===== src/design/spo2_pkg.sv =====
// ----------------------------------------------------------------------------
// spo2_pkg
// Shared types and constants of the ratio-of-ratios saturation estimator.
// ----------------------------------------------------------------------------
package spo2_pkg;

   localparam int WINDOW_DEPTH = 128;
   localparam int AVG_DEPTH    = 8;
   localparam int SAMPLE_BITS  = 18;

   localparam int WIN_AW  = (WINDOW_DEPTH > 1) ? $clog2(WINDOW_DEPTH) : 1;
   localparam int SUM_W   = SAMPLE_BITS + $clog2(WINDOW_DEPTH + 1);
   localparam int PROD_W  = SAMPLE_BITS + SUM_W;
   localparam int AVG_AW  = (AVG_DEPTH > 1) ? $clog2(AVG_DEPTH) : 1;
   localparam int AVG_CW  = $clog2(AVG_DEPTH + 1);
   localparam int VAL_W   = 15;
   localparam int MEAN_W  = VAL_W + AVG_CW;
   localparam int CAL_W   = 16;

   localparam logic [CAL_W-1:0] SPO2_MIN = 16'd17920;
   localparam logic [CAL_W-1:0] SPO2_MAX = 16'd25600;
   localparam logic [CAL_W-1:0] INTERCEPT_RESET = 16'd28160;
   localparam logic [CAL_W-1:0] SLOPE_RESET     = 16'd3456;

   localparam logic REQ_SAMPLE   = 1'b0;
   localparam logic REQ_ESTIMATE = 1'b1;

   localparam logic [1:0] ST_STORED   = 2'd0;
   localparam logic [1:0] ST_ESTIMATE = 2'd1;
   localparam logic [1:0] ST_NOT_FULL = 2'd2;
   localparam logic [1:0] ST_ZERO_DC  = 2'd3;

   localparam logic CSR_INTERCEPT = 1'b0;
   localparam logic CSR_SLOPE     = 1'b1;

   typedef struct packed {
      logic                   req_type;
      logic [SAMPLE_BITS-1:0] red_sample;
      logic [SAMPLE_BITS-1:0] ir_sample;
   } req_type_type;

   typedef struct packed {
      logic [1:0]       status;
      logic             window_full;
      logic [VAL_W-1:0] spo2_avg;
   } rsp_type;

   typedef struct packed {
      logic         valid;
      logic         estimate;
      req_type_type item;
   } queue_out_type;

endpackage


===== src/design/spo2_front.sv =====
// ----------------------------------------------------------------------------
// spo2_front
// Accepts request transactions, classifies them and queues them.
// ----------------------------------------------------------------------------
module spo2_front (
   input  logic                         clock,
   input  logic                         reset,
   input  logic                         req_valid,
   output logic                         req_ready,
   input  spo2_pkg::req_type_type       req_payload,
   output spo2_pkg::queue_out_type      queue_out,
   input  logic                         queue_pop
);
   import spo2_pkg::*;

   typedef struct packed {
      logic         estimate;
      req_type_type item;
   } entry_type;

   entry_type   mem_ff [2];
   logic        wr_ptr_ff, wr_ptr_in;
   logic        rd_ptr_ff, rd_ptr_in;
   logic [1:0]  count_ff, count_in;
   logic        push;
   logic        pop;

   assign req_ready = (count_ff != 2'd2);
   assign push      = req_valid && req_ready;
   assign pop       = queue_pop && (count_ff != 2'd0);

   always_comb begin
      wr_ptr_in = push ? ~wr_ptr_ff : wr_ptr_ff;
      rd_ptr_in = pop ? ~rd_ptr_ff : rd_ptr_ff;
      count_in  = count_ff + {1'b0, push} - {1'b0, pop};
   end

   always_ff @(posedge clock) begin
      if (reset) begin
         wr_ptr_ff <= 1'b0;
         rd_ptr_ff <= 1'b0;
         count_ff  <= 2'd0;
      end else begin
         wr_ptr_ff <= wr_ptr_in;
         rd_ptr_ff <= rd_ptr_in;
         count_ff  <= count_in;
      end
      if (push) begin
         mem_ff[wr_ptr_ff] <= '{estimate: (req_payload.req_type == REQ_ESTIMATE),
                                item: req_payload};
      end
   end

   assign queue_out.valid    = (count_ff != 2'd0);
   assign queue_out.estimate = mem_ff[rd_ptr_ff].estimate;
   assign queue_out.item     = mem_ff[rd_ptr_ff].item;
endmodule


===== config.mk =====
export PLATFORM = sky130hd
export DESIGN_NAME = spo2_front
export DESIGN_NICKNAME = d
export VERILOG_FILES = /design/src/design/spo2_pkg.sv /design/src/design/spo2_front.sv
export SDC_FILE = /design/constraint.sdc
export NUM_CORES = 1
export LEC_CHECK = 0
export BUFFER_PORTS_ARGS = -buffer_cell sky130_fd_sc_hd__buf_2
export CAP_MARGIN = 15
export CELL_PAD_IN_SITES_DETAIL_PLACEMENT = 1
export CELL_PAD_IN_SITES_GLOBAL_PLACEMENT = 2
export CORE_MARGIN = 5
export CORE_UTILIZATION = 34
export CTS_CLUSTER_SIZE = 8
export DETAILED_ROUTE_END_ITERATION = 16
export PLACE_DENSITY = 0.79
export SLEW_MARGIN = 10
export SYNTH_ARGS = -nofsm -noshare
export SYNTH_HDL_FRONTEND = slang
export SYNTH_SLANG_ARGS = --single-unit

===== constraint.sdc =====
create_clock -name clock -period 2.74 [get_ports clock]
set_input_delay 0.822 -clock clock [delete_from_list [all_inputs] [get_ports clock]]
set_output_delay 0.822 -clock clock [all_outputs]
set_load 0.03 [all_outputs]

## Word-level counts from Yosys, hierarchy flattened

Memories as Yosys holds them, arrays and structs flattened. A register that Yosys moved wholly into a read port is not among the register bits.
Cells that the tools add are included.

| word-level totals | value |
|---|---|
| memories | 1 |
| memory bits (read-only) | 0 |
| register bits after elaboration | 4 |
| RAM bits | 76 |
| output and inout port bits | 40 |
| bits in latches | 0 |
| logic and storage cells | 16 |

Memory list:

| memory | words | bits a word | rd ports | clocked after memory_dff | wr ports | RTL line | RTL |
|---|---|---|---|---|---|---|---|
| mem_ff | 2 | 38 | 1 | 1 | 1 | spo2_front.sv:21 | `entry_type mem_ff [2];` |

| cells by class | value |
|---|---|
| magnitude comparators | 0 |
| reductions and logical operators | 3 |
| add/subtract/negate cells | 2 |
| $mul | 0 |
| equal/unequal tests | 1 |
| bitwise logic cells | 2 |
| shifts and indexed selects | 0 |
| divide/modulo/power cells | 0 |
| mux-type cells | 4 |

Operators with widths:

| operator | count |
|---|---|
| 2-to-1 mux 1 bit | 4 |
| adder 2 x 1 -> 2 bit | 1 |
| logical AND 1 bit | 2 |
| inequality test 2 bit, second input constant | 1 |
| inverter 1 bit | 2 |
| nonzero test 2 bit | 1 |
| subtractor 2 x 1 -> 2 bit | 1 |

## Longest topological paths before layout

| logic depth | value |
|---|---|
| depth after elaboration | 4 |
| mapped depth | 8 |
| depth with buffers taken out | 8 |

## Worst setup path before layout

Ideal clock, no wire load.

| timing | value |
|---|---|
| path type | in2reg |
| from | input req_valid |
| to | memory mem_ff[0][0] (netlist bit) (enable) |
| stages | 2 |
| required time | 2.309 ns |
| library setup time | 0.431 ns |
| arrival | 2.453 ns |
| setup slack | -0.145 ns |
| path through | nand2_2 nor2_1 |

| between the ends | value |
|---|---|
| longest elaborated chain between the ends | 3 |

Ends and longest elaborated chain:

| what | RTL line | RTL |
|---|---|---|
| start, declared | spo2_front.sv:8 | `input logic req_valid,` |
| logical AND 1 bit | spo2_front.sv:29 | `assign push = req_valid && req_ready;` |
| 2-to-1 mux 1 bit | spo2_front.sv:48 | `if (push) begin` |
| 2-to-1 mux 1 bit (not written as such) | spo2_front.sv:49 | `mem_ff[wr_ptr_ff] <= '{estimate: (req_payload.req_type == REQ_ESTIMATE),` |
| end, declared | spo2_front.sv:21 |  |

Every way passes these cells.

==> results.py <==
metrics = {
    "sta": {
        "grt_setup_unrepaired": "no",
        "fin_worst_skew_ns": 0.00688,
        "fin_tns_setup_ns": 0,
        "fmax_ghz": 0.395,
        "tightestPinTransition_ns": 0.351,
        "min_period_ns": 2.53,
        "fin_hold_ws_ns": 0.520,
        "finalSetupViolations": 0,
        "max-slew-margin-rel_pct": 76.6,
        "drv_slew": 0,
        "period_share_pct": 92.5,
        "hold_viol": 0,
    },
    "final_layout": {
        "final_nets": 277,
        "design_area_um2": 3790,
        "area_delta_synth_final_pct": 23.6,
        "antenna_cells": 0,
        "drive_above_1_share_pct": 61.5,
        "final_core_util_pct": 43.3,
        "stdcell_count": 347,
    },
    "clock_tree": {
        "cts_buffers": 9,
        "cts-root-buf": "clkbuf_8",
        "cts_tree": "built",
        "clock_path_buffers": 2,
        "post_cts_resized": 0,
        "insertion_delay_ns": 0.34,
        "clkSlewWorstSetupHoldPaths_ns": 0.08,
        "cts_setup_buffers": 0,
        "cts.sinks": 79,
        "cts.hold.buffers_added": 0,
        "cts_max_level": 3,
    },
    "die": {
        "start_util_pct": 35.0,
        "core_um2": 8760,
        "ios": 81,
        "dieArea_um2": 11000,
        "die_w_um": 105,
        "die_y_um": 105,
        "placementRows": 34,
    },
    "synth": {
        "synth_top_area_share_pct": 72.4,
        "synth_ff_type": "edfxtp_1",
        "synth-xor-area-share_pct": 0.571,
        "netlist.top_cell.by_area": "edfxtp_1",
        "synth_edf_count": 74,
        "yosys-top-cells-area": "edfxtp_1, mux2_4, dfxtp_1, mux2_2, buf_12",
        "synth-simple-area-share_pct": 2.28,
        "synth.most_common_cell": "edfxtp_1",
        "ys_warn_count": 0,
        "seq_area_frac_synth_pct": 75.7,
        "synth_compound_area_share_pct": 0.245,
        "syn_nets": 184,
        "synth_fa_ha_area_share_pct": 0.815,
        "synth_common_cells": "edfxtp_1, mux2_4, mux2_2",
        "synth_seq_cells": 79,
        "synthCells": 141,
        "synth_cell_types": 20,
        "avgSynthCellArea_um2": 21.8,
        "synthArstFlopShare_pct": 0,
        "synth_mux_area_share_pct": 17.7,
        "syn_area_um2": 3070,
        "synth_top_family_by_area": "multiplexers",
    },
    "run": {
        "maxCapViolCount": 0,
    },
    "critical_path": {
        "path_buf_inv": 2,
        "cp_slowest_cell": "dfxtp_2",
        "critPathRequiredTime_ns": 1.92,
        "path_cells": "buf_4 -> mux2_4 -> buf_2",
        "reg2regPathDepth": 8,
        "cp-end-kind": "primary output",
        "max_stage_delay_ns": 0.55,
        "worst-setup-path-type": "flip-flop to primary output",
        "cp_num_cells": 3,
        "arrival_ns": 1.71,
        "cp_max_fo": 13,
        "cp_top_family": "flip-flops",
        "critPathLaunchType": "flip-flop",
    },
    "grt": {
        "grt_max_degree": 21,
        "grt_usage_pct": 10.9,
        "first_global_vias": 1748,
        "grt_pass1_wl_mm": 9.13,
        "grt_overflow": 0,
        "grt_antenna_before_repair": 0,
    },
    "placed_design": {
        "hpwl_mm": 4.17,
        "port_buffers": 80,
        "dpl.cell_count": 331,
        "globalplace.congestion": 0.709,
        "dpl_cell_area_um2": 3590,
    },
    "worst_hold_path": {
        "hold_class": "flip-flop to flip-flop",
        "hold_depth": 2,
    },
    "outcome": {
        "status": "finished clean",
    },
    "pwr": {
        "power.leakage_nw": 1.50,
        "power_density_nw_per_um2": 1030,
        "vdd_drop_max_uv": 394,
    },
    "route": {
        "vias_per_cell": 4.51,
        "drc": 0,
        "routed_wl_mm": 5.83,
        "dr.pass1.iters": 4,
        "drtIter0Drc": 25,
        "wl_per_cell_um": 16.8,
        "ant_nets": 0,
        "num_vias": 1564,
    },
}
[layout by cell type, fill, tap and decap left out, drive strengths merged, types with 2 or more instances in the layout]
| master | instances |
|---|---|
| clkinvlp | 2 |
| inv | 4 |
| nor2b | 2 |
| mux2 | 38 |
| nor2 | 5 |
| ha | 2 |
| dfxtp | 5 |
| edfxtp | 74 |
| clkbuf | 9 |
| buf | 87 |
[logic make-up after synthesis]
group,Yosys count
compound gates,1
flops,79
fa+ha+maj,2
simple gates,13
xor+xnor,2
mux,38
buf+inv,6
[area by class of cell]
class,count,area (µm²)
sequential,79,2320
clock buffer,9,124
tap,108,135
clock inverter,7,80.1
timing repair buffer,87,453
inverter,1,3.75
multi-input combinational,56,673
fill,894,4970
[metal layers]
layer | track usage, % | wire [µm]
met5 | 0 | 0
met4 | 4.38 | 59
met3 | 4.75 | 532
met2 | 17.7 | 2890
met1 | 12.7 | 2360
[final timing paths]
check	slack (ns)	endpoint	from
min	0.52	rd_ptr_ff	rd_ptr_ff
min reg2reg	0.52	rd_ptr_ff	rd_ptr_ff
max	0.21	queue_out[26]	flip-flop
max reg2reg	1.11	count_ff[1]	count_ff[0]
[through the flow]
stage	power [mW]	setup WS, ns
floorplan	2.78	0.473
CTS	3.99	0.145
global placement	3.07	0.597
detailed placement	3.11	0.541
global route	4.13	0.0960
finish	3.92	0.206
[sequential cells by signal (all words and copies together), names as in the netlist, named ones only]
| register | cells |
|---|---|
| rd_ptr_ff | 1 |
| wr_ptr_ff | 1 |
| mem_ff | 74 |
| count_ff | 2 |
[report_power, final]
group,internal [mW],switching [mW]
Clock,0.432,0.443
Sequential,1.56,0.0939
Combinational,0.557,0.834
Total,2.55,1.37
[worst min-delay path: cells and delay by family, from the launching register on]
kind / cells / cell delay [ns]
xor gates and xnor gates: 1 / 0.08
DFF: 1 / 0.33
and+or+nand+nor: 1 / 0.07
(Power assumes the default switching activity.)
